===== config.mk =====
export PLATFORM = sky130hd
export DESIGN_NAME = code_length_body_message_parser_core
export DESIGN_NICKNAME = d
export VERILOG_FILES = /design/src/sv/cbmp_pkg.sv /design/src/sv/cbmp_step.sv /design/src/sv/code_length_body_message_parser_core.sv
export VERILOG_INCLUDE_DIRS = /design/src /design/src/sv
export SDC_FILE = /design/constraint.sdc
export NUM_CORES = 1
export LEC_CHECK = 0
export ABC_AREA = 1
export BUFFER_PORTS_ARGS = -buffer_cell sky130_fd_sc_hd__clkbuf_2
export CAP_MARGIN = 25
export CELL_PAD_IN_SITES_DETAIL_PLACEMENT = 1
export CELL_PAD_IN_SITES_GLOBAL_PLACEMENT = 2
export CORE_ASPECT_RATIO = 0.5
export CORE_MARGIN = 5
export CORE_UTILIZATION = 38
export DETAILED_ROUTE_END_ITERATION = 7
export PLACE_DENSITY = 0.95
export SETUP_SLACK_MARGIN = 0.05
export SLEW_MARGIN = 40
export SYNTH_ARGS = -nofsm -noshare
export SYNTH_HDL_FRONTEND = slang
export SYNTH_SLANG_ARGS = --single-unit

===== constraint.sdc =====
create_clock -name aclk -period 6.1 [get_ports aclk]
set_input_delay 0.915 -clock aclk [delete_from_list [all_inputs] [get_ports aclk]]
set_output_delay 0.915 -clock aclk [all_outputs]
set_load 0.01 [all_outputs]

===== src/sv/code_length_body_message_parser_core_defines.svh =====
// assertion macros used by the parser core rtl
`ifndef CODE_LENGTH_BODY_MESSAGE_PARSER_CORE_DEFINES_SVH
`define CODE_LENGTH_BODY_MESSAGE_PARSER_CORE_DEFINES_SVH
`ifndef NO_ASSERTIONS
// same-cycle implication
`define CBMP_ASSERT_IMP(label, clk, rstn, ante, cons) \
    label: assert property (@(posedge clk) disable iff (!rstn) (ante) |-> (cons)) \
        else $error("cbmp same-cycle check failed");
// next-cycle implication
`define CBMP_ASSERT_NXT(label, clk, rstn, ante, cons) \
    label: assert property (@(posedge clk) disable iff (!rstn) (ante) |=> (cons)) \
        else $error("cbmp next-cycle check failed");
`else
`define CBMP_ASSERT_IMP(label, clk, rstn, ante, cons)
`define CBMP_ASSERT_NXT(label, clk, rstn, ante, cons)
`endif
`endif


===== src/sv/cbmp_pkg.sv =====
package cbmp_pkg;

    // input item kinds
    localparam logic KIND_DATA  = 1'b0;
    localparam logic KIND_CLEAR = 1'b1;

    // ascii codes used by the classifier
    localparam logic [7:0] CHAR_UNDERSCORE = 8'h5f;
    localparam logic [7:0] CHAR_SPACE      = 8'h20;
    localparam logic [7:0] CHAR_TAB        = 8'h09;
    localparam logic [7:0] CHAR_CR         = 8'h0d;
    localparam logic [7:0] CHAR_ZERO       = 8'h30;
    localparam logic [7:0] CHAR_NINE       = 8'h39;
    localparam logic [7:0] CHAR_UPPER_A    = 8'h41;
    localparam logic [7:0] CHAR_UPPER_Z    = 8'h5a;
    localparam logic [7:0] CHAR_LOWER_A    = 8'h61;
    localparam logic [7:0] CHAR_LOWER_Z    = 8'h7a;

    localparam int BODY_LENGTH_WIDTH = 32;

    typedef enum logic [6:0] {
        PH_BEFORE_CODE   = 7'b0000001,
        PH_CODE          = 7'b0000010,
        PH_BEFORE_LENGTH = 7'b0000100,
        PH_LENGTH        = 7'b0001000,
        PH_BEFORE_BODY   = 7'b0010000,
        PH_BODY          = 7'b0100000,
        PH_END           = 7'b1000000
    } phase_t;

    typedef enum logic [1:0] {
        ROLE_NONE = 2'd0,
        ROLE_CODE = 2'd1,
        ROLE_BODY = 2'd2,
        ROLE_TERM = 2'd3
    } role_t;

    typedef enum logic [1:0] {
        STAT_INCOMPLETE = 2'd0,
        STAT_COMPLETE   = 2'd1,
        STAT_ERROR      = 2'd2
    } status_t;

    typedef struct packed {
        logic       kind;
        logic [7:0] data_byte;
        logic       chunk_last;
    } in_t;

    typedef struct packed {
        logic [7:0]                   out_byte;
        logic [1:0]                   byte_role;
        logic [1:0]                   status;
        logic [BODY_LENGTH_WIDTH-1:0] body_length;
        logic                         length_overflow;
        logic                         call_done;
    } out_t;

    // control state passed between the step logic and the state registers
    typedef struct packed {
        phase_t phase;
        logic   overflow;
    } ctrl_t;

endpackage


===== src/sv/cbmp_step.sv =====
module cbmp_step #(
    parameter int LENGTH_WIDTH = 32
) (
    input  cbmp_pkg::in_t             item_i,
    input  cbmp_pkg::ctrl_t           ctrl_i,
    input  logic [LENGTH_WIDTH-1:0]   length_i,
    input  logic [LENGTH_WIDTH-1:0]   count_i,
    output cbmp_pkg::ctrl_t           ctrl_o,
    output logic [LENGTH_WIDTH-1:0]   length_o,
    output logic [LENGTH_WIDTH-1:0]   count_o,
    output cbmp_pkg::out_t            result_o
);
    import cbmp_pkg::*;

    logic [7:0]              c;
    logic                    is_ws;
    logic                    is_digit;
    logic                    is_alpha;
    logic [LENGTH_WIDTH+3:0] times_ten;
    logic                    digit_sat;
    logic [LENGTH_WIDTH-1:0] length_digit;
    logic [LENGTH_WIDTH-1:0] count_inc;
    logic                    err;
    role_t                   role;
    status_t                 status;
    logic [63:0]             length_wide;

    assign c        = item_i.data_byte;
    assign is_ws    = (c == CHAR_SPACE) || (c >= CHAR_TAB && c <= CHAR_CR);
    assign is_digit = (c >= CHAR_ZERO) && (c <= CHAR_NINE);
    assign is_alpha = (c >= CHAR_UPPER_A && c <= CHAR_UPPER_Z)
                   || (c >= CHAR_LOWER_A && c <= CHAR_LOWER_Z);

    // length * 10 + digit, saturating when it leaves the register
    assign times_ten = {1'b0, length_i, 3'b000} + {3'b000, length_i, 1'b0}
                     + {{LENGTH_WIDTH{1'b0}}, c[3:0]};
    assign digit_sat    = |times_ten[LENGTH_WIDTH+3:LENGTH_WIDTH];
    assign length_digit = digit_sat ? {LENGTH_WIDTH{1'b1}} : times_ten[LENGTH_WIDTH-1:0];
    assign count_inc    = count_i + LENGTH_WIDTH'(1);

    always_comb begin
        ctrl_o   = ctrl_i;
        length_o = length_i;
        count_o  = count_i;
        role     = ROLE_NONE;
        status   = STAT_INCOMPLETE;
        err      = 1'b0;
        unique case (ctrl_i.phase) inside
            PH_BEFORE_CODE: begin
                if (is_ws) begin
                end else if (is_alpha) begin
                    ctrl_o.phase = PH_CODE;
                    role         = ROLE_CODE;
                end else begin
                    err = 1'b1;
                end
            end
            PH_CODE: begin
                if (is_alpha || is_digit || c == CHAR_UNDERSCORE) begin
                    role = ROLE_CODE;
                end else if (is_ws) begin
                    ctrl_o.phase = PH_BEFORE_LENGTH;
                    role         = ROLE_TERM;
                end else begin
                    err = 1'b1;
                end
            end
            PH_BEFORE_LENGTH: begin
                if (is_ws) begin
                end else if (is_digit) begin
                    ctrl_o.phase    = PH_LENGTH;
                    length_o        = length_digit;
                    ctrl_o.overflow = ctrl_i.overflow | digit_sat;
                end else begin
                    err = 1'b1;
                end
            end
            PH_LENGTH: begin
                if (is_digit) begin
                    length_o        = length_digit;
                    ctrl_o.overflow = ctrl_i.overflow | digit_sat;
                end else if (is_ws) begin
                    if (length_i == '0) begin
                        ctrl_o.phase = PH_END;
                        status       = STAT_COMPLETE;
                    end else begin
                        ctrl_o.phase = PH_BEFORE_BODY;
                    end
                end else begin
                    err = 1'b1;
                end
            end
            PH_BEFORE_BODY, PH_BODY: begin
                if (length_i == '0) begin
                    ctrl_o.phase = PH_END;
                    status       = STAT_COMPLETE;
                end else if (ctrl_i.phase == PH_BEFORE_BODY && is_ws) begin
                end else begin
                    role    = ROLE_BODY;
                    count_o = count_inc;
                    if (count_inc >= length_i) begin
                        ctrl_o.phase = PH_END;
                        status       = STAT_COMPLETE;
                    end else begin
                        ctrl_o.phase = PH_BODY;
                    end
                end
            end
            default: begin
                // completed, and any unreachable code, holds until a clear
                status = STAT_COMPLETE;
            end
        endcase
        if (err || item_i.kind == KIND_CLEAR) begin
            ctrl_o.phase    = PH_BEFORE_CODE;
            ctrl_o.overflow = 1'b0;
            length_o        = '0;
            count_o         = '0;
            role            = ROLE_NONE;
            status          = err && item_i.kind == KIND_DATA ? STAT_ERROR : STAT_INCOMPLETE;
        end
    end

    assign length_wide = 64'(length_o);

    always_comb begin
        result_o.out_byte        = c;
        result_o.byte_role       = role;
        result_o.status          = status;
        result_o.body_length     = length_wide[BODY_LENGTH_WIDTH-1:0];
        result_o.length_overflow = ctrl_o.overflow;
        result_o.call_done       = item_i.chunk_last;
    end

endmodule


===== src/sv/code_length_body_message_parser_core.sv =====
// byte-serial parser for "code length body" messages
// s_ channel: one byte a transfer; kind selects parse (data) or clear,
// chunk_last marks the end of a caller's buffer and comes back as call_done
// m_ channel: exactly one result per input transfer, in order: the byte echo,
// its role (code char, code terminator, body byte, other), message status
// and the length parsed so far with a sticky saturation flag
// path: a byte accepted at a clock edge lands in the input register, then
// the parse step runs against the parser state and the result register
// loads its result once the result slot is free or draining, which raises
// m_valid; the result transfers when m_ready is high
// throughput: one byte per cycle while m_ready stays high; the single-step
// parse logic between the input and result registers sets that rate
// reset (aresetn low at a clock edge): both registers empty, parser back to
// waiting for a code word, length, body count and overflow flag zero
// stalls: while m_ready is low the result holds, the input register can
// still take one more transfer, then s_ready drops until the result drains
`include "code_length_body_message_parser_core_defines.svh"
module code_length_body_message_parser_core #(
    parameter int LENGTH_WIDTH = 32
) (
    input  logic            aclk,
    input  logic            aresetn,
    input  logic            s_valid,
    output logic            s_ready,
    input  cbmp_pkg::in_t   s_payload,
    output logic            m_valid,
    input  logic            m_ready,
    output cbmp_pkg::out_t  m_payload
);
    import cbmp_pkg::*;

    // input stage
    in_t                     in_reg;
    logic                    in_valid_reg;

    // parser state
    ctrl_t                   ctrl_reg;
    ctrl_t                   ctrl_next;
    logic [LENGTH_WIDTH-1:0] length_reg;
    logic [LENGTH_WIDTH-1:0] length_next;
    logic [LENGTH_WIDTH-1:0] count_reg;
    logic [LENGTH_WIDTH-1:0] count_next;

    // result stage
    out_t                    out_reg;
    out_t                    out_next;
    logic                    out_valid_reg;

    logic                    advance;

    // the buffered byte moves on whenever the result slot is free or draining
    assign advance = in_valid_reg && (!out_valid_reg || m_ready);
    assign s_ready = !in_valid_reg || advance;

    cbmp_step #(
        .LENGTH_WIDTH(LENGTH_WIDTH)
    ) u_step (
        .item_i   (in_reg),
        .ctrl_i   (ctrl_reg),
        .length_i (length_reg),
        .count_i  (count_reg),
        .ctrl_o   (ctrl_next),
        .length_o (length_next),
        .count_o  (count_next),
        .result_o (out_next)
    );

    // input register
    always_ff @(posedge aclk) begin
        if (!aresetn) begin
            in_valid_reg <= 1'b0;
        end else if (s_ready) begin
            in_valid_reg <= s_valid;
        end
    end

    always_ff @(posedge aclk) begin
        if (s_valid && s_ready) begin
            in_reg <= s_payload;
        end
    end

    // parser state commits only when the step's result is taken into the slot
    always_ff @(posedge aclk) begin
        if (!aresetn) begin
            ctrl_reg.phase    <= PH_BEFORE_CODE;
            ctrl_reg.overflow <= 1'b0;
            length_reg        <= '0;
            count_reg         <= '0;
        end else if (advance) begin
            ctrl_reg   <= ctrl_next;
            length_reg <= length_next;
            count_reg  <= count_next;
        end
    end

    // result register
    always_ff @(posedge aclk) begin
        if (!aresetn) begin
            out_valid_reg <= 1'b0;
        end else if (advance) begin
            out_valid_reg <= 1'b1;
        end else if (m_ready) begin
            out_valid_reg <= 1'b0;
        end
    end

    always_ff @(posedge aclk) begin
        if (advance) begin
            out_reg <= out_next;
        end
    end

    assign m_valid   = out_valid_reg;
    assign m_payload = out_reg;

    // an error result always reports a cleared length
    `CBMP_ASSERT_IMP(a_err_cleared, aclk, aresetn, m_valid && m_payload.status == STAT_ERROR, m_payload.body_length == '0 && !m_payload.length_overflow)
    // the overflow flag implies a saturated length
    `CBMP_ASSERT_IMP(a_ovf_sat, aclk, aresetn, ctrl_reg.overflow, length_reg == {LENGTH_WIDTH{1'b1}})
    // the body count never runs past the length
    `CBMP_ASSERT_IMP(a_count_bound, aclk, aresetn, 1'b1, count_reg <= length_reg)
    // waiting for a code word means nothing has accumulated
    `CBMP_ASSERT_IMP(a_idle_clean, aclk, aresetn, ctrl_reg.phase == PH_BEFORE_CODE, length_reg == '0 && count_reg == '0 && !ctrl_reg.overflow)
    // a clear that moves through resets the parser
    `CBMP_ASSERT_NXT(a_clear, aclk, aresetn, advance && in_reg.kind == KIND_CLEAR, ctrl_reg.phase == PH_BEFORE_CODE)

endmodule


Yosys cells after proc, flatten, opt, wreduce, memory -nomap -nowiden --
Cells that the tools add are included.
Word-level totals: bits in writable memories 0, register bits 130, memory bits (read-only) 0, logic and storage cells 125, output and inout bits 48, input bits 14, memories kept 0, latch bits 0
Operators by class: $lt $le $gt $ge 9, shifts and indexed selects 0, $mul 0, divide/modulo/power cells 0, add/subtract/negate cells 3, bitwise operators 2, equal/unequal tests 19, muxes and demuxes 51, reduce and logical (&&, ||, !) cells 26
Operators by type and width (number):
- $mux 32 | 8
- $mux 7 | 10
- $pmux 32 s2 | 1
- $add 35x33->36 | 1
- $add 36x4->36 | 1
- $pmux 7 s5 | 1
- $add 32x1->32 const B | 1
- $ge 32x32->1 | 1
- $logic_not 32->1 | 1
- $mux 8 | 3
- $mux 2 | 10
- $ge 8x7->1 const B | 2
- $le 8x7->1 const B | 2
- $mux 1 | 14
- $ne 3x2->1 const B | 4
- $ne 3x3->1 const B | 4
- $pmux 2 s3 | 2
- $reduce_and 11->1 | 1
- $eq 8x6->1 const B | 1
- $eq 8x7->1 const B | 1
- $ge 8x4->1 const B | 1
- $ge 8x6->1 const B | 1
- $le 8x4->1 const B | 1
- $le 8x6->1 const B | 1
- other kinds (21) | 37

Logic depth before layout (Yosys ltp) --
word-level depth 10, mapped depth 23, depth with buffers taken out 23

Hierarchy --
From an unflattened synthesis, not the netlist that was laid out.
Second synthesis, totals: cells, all modules 1875, area, all modules 12344.3 um2
Modules (own cells, without submodules):
- cbmp_step | times used 1, sequential area each 0.0 um2, cells an instance 1337, area an instance 7363.3 um2
- code_length_body_message_parser_core | times used 1, sequential area each 3163.0 um2, cells an instance 538, area an instance 4981.0 um2

Least setup slack after synthesis --
No wires, ideal clock.
path type in2reg, from input port m_ready, to register out_reg, in the netlist m_payload[0] (enable), data arrival time 2937 ps, library setup time 428 ps, stages 6, required time 5672 ps, slack 2734 ps, buffers on the path 2, cell sequence inv_1 -> nand2_1 -> nand2_1 -> inv_1 -> clkbuf_1 -> clkbuf_1
On the way: word-level cells in the longest chain between the ends 2
Ends and longest elaborated chain:
- start, declared | line code_length_body_message_parser_core.sv:27 | input logic m_ready,
- $logic_or 1x1->1 | line code_length_body_message_parser_core.sv:52 | assign advance = in_valid_reg && (!out_valid_reg || m_ready);
- $logic_and 1x1->1 | line code_length_body_message_parser_core.sv:52
- via advance | line code_length_body_message_parser_core.sv:49 | logic advance;
- end signal, assigned | line code_length_body_message_parser_core.sv:110 | out_reg <= out_next;
- end, declared | line code_length_body_message_parser_core.sv:45 | out_t out_reg;
The timed path passes the listed nets, and every way through them passes these cells. A chain may end at the register's enable or synchronous reset.

Final worst setup path --
from register in_reg[4] (netlist name), to register out_reg, in the netlist m_payload[5], data pin
On the way: word-level cells in the longest chain between the ends 9, elaborated cells on any way between the ends 34, those cells by class 1 x add/sub; 8 x order compare; 2 x eq/ne; 13 x mux; 10 x reduce/logical
Ends and longest elaborated chain:
- start, declared | line code_length_body_message_parser_core.sv:33 | in_t in_reg;
- start signal, assigned | line code_length_body_message_parser_core.sv:79 | in_reg <= s_payload;
- branches (longest 8 deep; another with $add 36x4->36)
- $mux 32 * | line cbmp_step.sv:114 | if (err || item_i.kind == KIND_CLEAR) begin
- via length_next[3] | line code_length_body_message_parser_core.sv:40 | logic [LENGTH_WIDTH-1:0] length_next;
Mark *: on every way through the listed nets, which the timed path passes.

==> results.sh <==
export IMPL_final_common_cell="nand2_1"
export IMPL_grt_ovfl_total=0
export IMPL_powerDensity_mw_per_mm2=214
export IMPL_worst_path_buf_inv=3
export IMPL_ioPinCount=62
export IMPL_first_global_vias=10800
export IMPL_maxCapViolations=0
export IMPL_drc=0
export IMPL_cp_end_kind="flop"
export IMPL_ctsResizeCount=0
export IMPL_crit_fanout=15
export IMPL_synth_nets=1670
export IMPL_outcome="finished clean"
export IMPL_antenna_found_initial=0
export IMPL_placedCellCount=1959
export IMPL_p_leak_nw=5.77
export IMPL_path_class="flop to flop"
export IMPL_port_buffers=61
export IMPL_hold_path_startpoint="in_reg[0]"
export IMPL_critPathMostFrequentCell="nand2_1"
export IMPL_clockBufferDepth=2
export IMPL_finClkSkew_ns=0.0141
export IMPL_dpl_worst_slack_ns=1.98
export IMPL_crit_chain="fa_1 > inv_1 > fa_1 > inv_1 > nand2_1 > nand2_1 > nand3_1 > nand2_1 > nand2_1 > nand2_1 > nand2_1 > nand3_1 > nand2_1 > nor2_4 > nand2_2 > nand2_1 > o211ai_1 > nand2_1 > inv_1"
export IMPL_path_clk_slew_ns=0.06
export IMPL_ys_ff_latch=130
export IMPL_ys_async_sr_fraction_pct=0
export IMPL_grt_max_degree=70
export IMPL_setup_violations=0
export IMPL_hold_viol=0
export IMPL_crit_slowest_cell="fa_1"
export IMPL_wl_per_cell_um=18.6
export IMPL_yosysSeqAreaShare_pct=30.0
export IMPL_irDropWorstVdd_uv=173
export IMPL_routabilityCongestion=0.871
export IMPL_htreeDepth=4
export IMPL_finalCriticalPeriod_ns=4.16
export IMPL_nets=1708
export IMPL_max_freq_ghz=0.240
export IMPL_synth_distinct_cells=47
export IMPL_syn_to_final_growth_pct=11.8
export IMPL_die_w_um=245
export IMPL_layout_common_cells="nand2_1, inv_1, a21oi_1, nor2_1, ha_1"
export IMPL_syn_inst=1558
export IMPL_largest_reg_flops=46
export IMPL_cp_start_kind="flop"
export IMPL_first_iter_violations=795
export IMPL_final_cells=1991
export IMPL_rows=43
export IMPL_grt_pass1_wl_um=58200
export IMPL_drv_slew=0
export IMPL_layout_drive_gt1_share_pct=9.38
export IMPL_dp_hpwl_um=28500
export IMPL_cp_slowest_stage_delay_ns=0.63
export IMPL_timing_final_ws_setup_ns=1.94
export IMPL_slew_headroom_pct=45.6
export IMPL_min_to="m_payload[0]"
export IMPL_cts_buffers=17
export IMPL_vias_per_cell=5.35
export IMPL_die_area_sq_mm=0.0313
export IMPL_r2r_end="m_payload[5]"
export IMPL_tritoncts="done"
export IMPL_clockRootBuffer="clkbuf_16"
export IMPL_worstRegToRegCells=19
export IMPL_die_height_um=128
export IMPL_fin_crit_sh_pct=68.2
export IMPL_ctsHoldBuffers=0
export IMPL_netlist_area_sq_mm=0.0105
export IMPL_vias=10600
export IMPL_totalWireLength_um=37000
export IMPL_r2r_start="in_reg[4]"
export IMPL_initial_core_util_pct=38.3
export IMPL_required_ns=6.28
export IMPL_ant_nets=0
export IMPL_avgSynthCellArea_sq_um=6.76
export IMPL_holdPathStages=0
export IMPL_clkLatencyLatePin_ns=0.44
export IMPL_worst_pin_slew_ns=0.816
export IMPL_ys_flop_type="dfxtp_1"
export IMPL_antenna_cells=0
export IMPL_rsz0062_at_grt="false"
export IMPL_cts_num_sinks=130
export IMPL_final_area_sq_mm=0.0118
export IMPL_arrival_ns=4.35
export IMPL_setup_tns_ns=0
export IMPL_critical_path_top_delay_family="simple AND/OR/NAND/NOR gates"
export IMPL_r2r_setup_slack_ns=1.94
export IMPL_coreArea_sq_mm=0.0275
export IMPL_hp_class="flop to flop"
export IMPL_grt_util_all_layers_pct=23.3
export IMPL_dr_pass1_iters=6
export IMPL_place_area_sq_mm=0.0111
export IMPL_post_cts_setup_buffers=0
export IMPL_ys_warn_count=0
export IMPL_synth_edf_count=56
[synth_stat cells (3+ instances only)]
library cell / number / area (sq um)
nand2_1: 431 / 1620
inv_1: 238 / 893
a21oi_1: 153 / 766
nor2_1: 102 / 383
ha_1: 96 / 1200
o21ai_0: 90 / 450
dfxtp_1: 74 / 1480
nand3_1: 63 / 315
edfxtp_1: 56 / 1680
clkbuf_1: 34 / 128
xor2_1: 33 / 289
a22oi_1: 23 / 173
nor3_1: 20 / 100
o21ai_1: 16 / 80.1
inv_2: 14 / 52.6
nand4_1: 14 / 87.6
nor4_1: 12 / 75.1
o211ai_1: 9 / 67.6
or2_2: 9 / 56.3
xnor2_1: 7 / 61.3
nor2_4: 6 / 67.6
o21bai_1: 6 / 45.0
buf_2: 5 / 25.0
nand2_2: 5 / 31.3
nand3b_1: 4 / 30.0
buf_1: 3 / 11.3
buf_4: 3 / 22.5
clkinv_1: 3 / 11.3
nand3_2: 3 / 30.0
nor3_4: 3 / 48.8
[power breakdown]
part	switching (mW)	internal (mW)
clock network	0.431	0.689
registers	0.0541	0.949
logic	0.278	0.121
[per-stage QoR]
stage / hold slack, ns / util (%) / total power, mW
after floorplan: 0.400 / - / 1.27
after global placement: 0.403 / 40.5 / 1.39
after detailed placement: 0.432 / 40.5 / 1.41
after CTS: 0.447 / 42.8 / 2.53
after global routing: 0.445 / 42.8 / 2.62
final: 0.440 / 42.8 / 2.52
[final cells by class]
type                    instances  area (sq um)
clock inverters                15           204
inverters                     256           968
repair buffers                 66           343
fillers                      3586         15700
clock buffers                  17           425
well taps                     382           478
flip-flops and latches        130          3160
multi-input cells            1125          6200
[kinds of logic after synthesis]
family / Yosys count / synth area share [%]
and+or+nand+nor: 683 / 28.0
DFF: 130 / 30.0
AOI/OAI and AO/OA: 301 / 15.3
adders and majority gates: 98 / 11.8
muxes: 1 / 0.0950
buffers and inverters: 303 / 11.1
xor gates and xnor gates: 42 / 3.64
[worst max-delay path by stage]
stage | start | end | slack (ns) | cells past startpoint
final | in_reg[4] | m_payload[5] | 1.94 | 19
after global routing | count_reg[0] | ctrl_reg[7] | 1.66 | 23
after CTS | count_reg[0] | ctrl_reg[7] | 1.94 | 23
after detailed placement | in_reg[4] | m_payload[5] | 1.98 | 19
after global placement | in_reg[4] | m_payload[5] | 2.11 | 17
after floorplan | m_ready | m_payload[0] | 2.73 | 6
[worst register-to-register path, cell delays in order, from the launching register on]
cell and delay, ns:
edfxtp_1 0.56, fa_1 0.64, inv_1 0.08, fa_1 0.42, inv_1 0.14, nand2_1 0.10, nand2_1 0.09, nand3_1 0.08
nand2_1 0.13, nand2_1 0.12, nand2_1 0.12, nand2_1 0.09, nand3_1 0.08, nand2_1 0.08, nor2_4 0.28, nand2_2 0.31
nand2_1 0.30, o211ai_1 0.13, nand2_1 0.12, inv_1 0.05
[routing by layer]
metal  GRT usage (%)  wire length, um  share of wire, %  up-vias
li1                -                -                 -     5150
met1            32.8            17700                48     5217
met2            39.0            17100                46      230
met3            2.33             1570               4.2       49
met4            5.64              655               1.8        0
met5               0                0                 0        -
No activity file was read; power rests on OpenSTA's default activity.
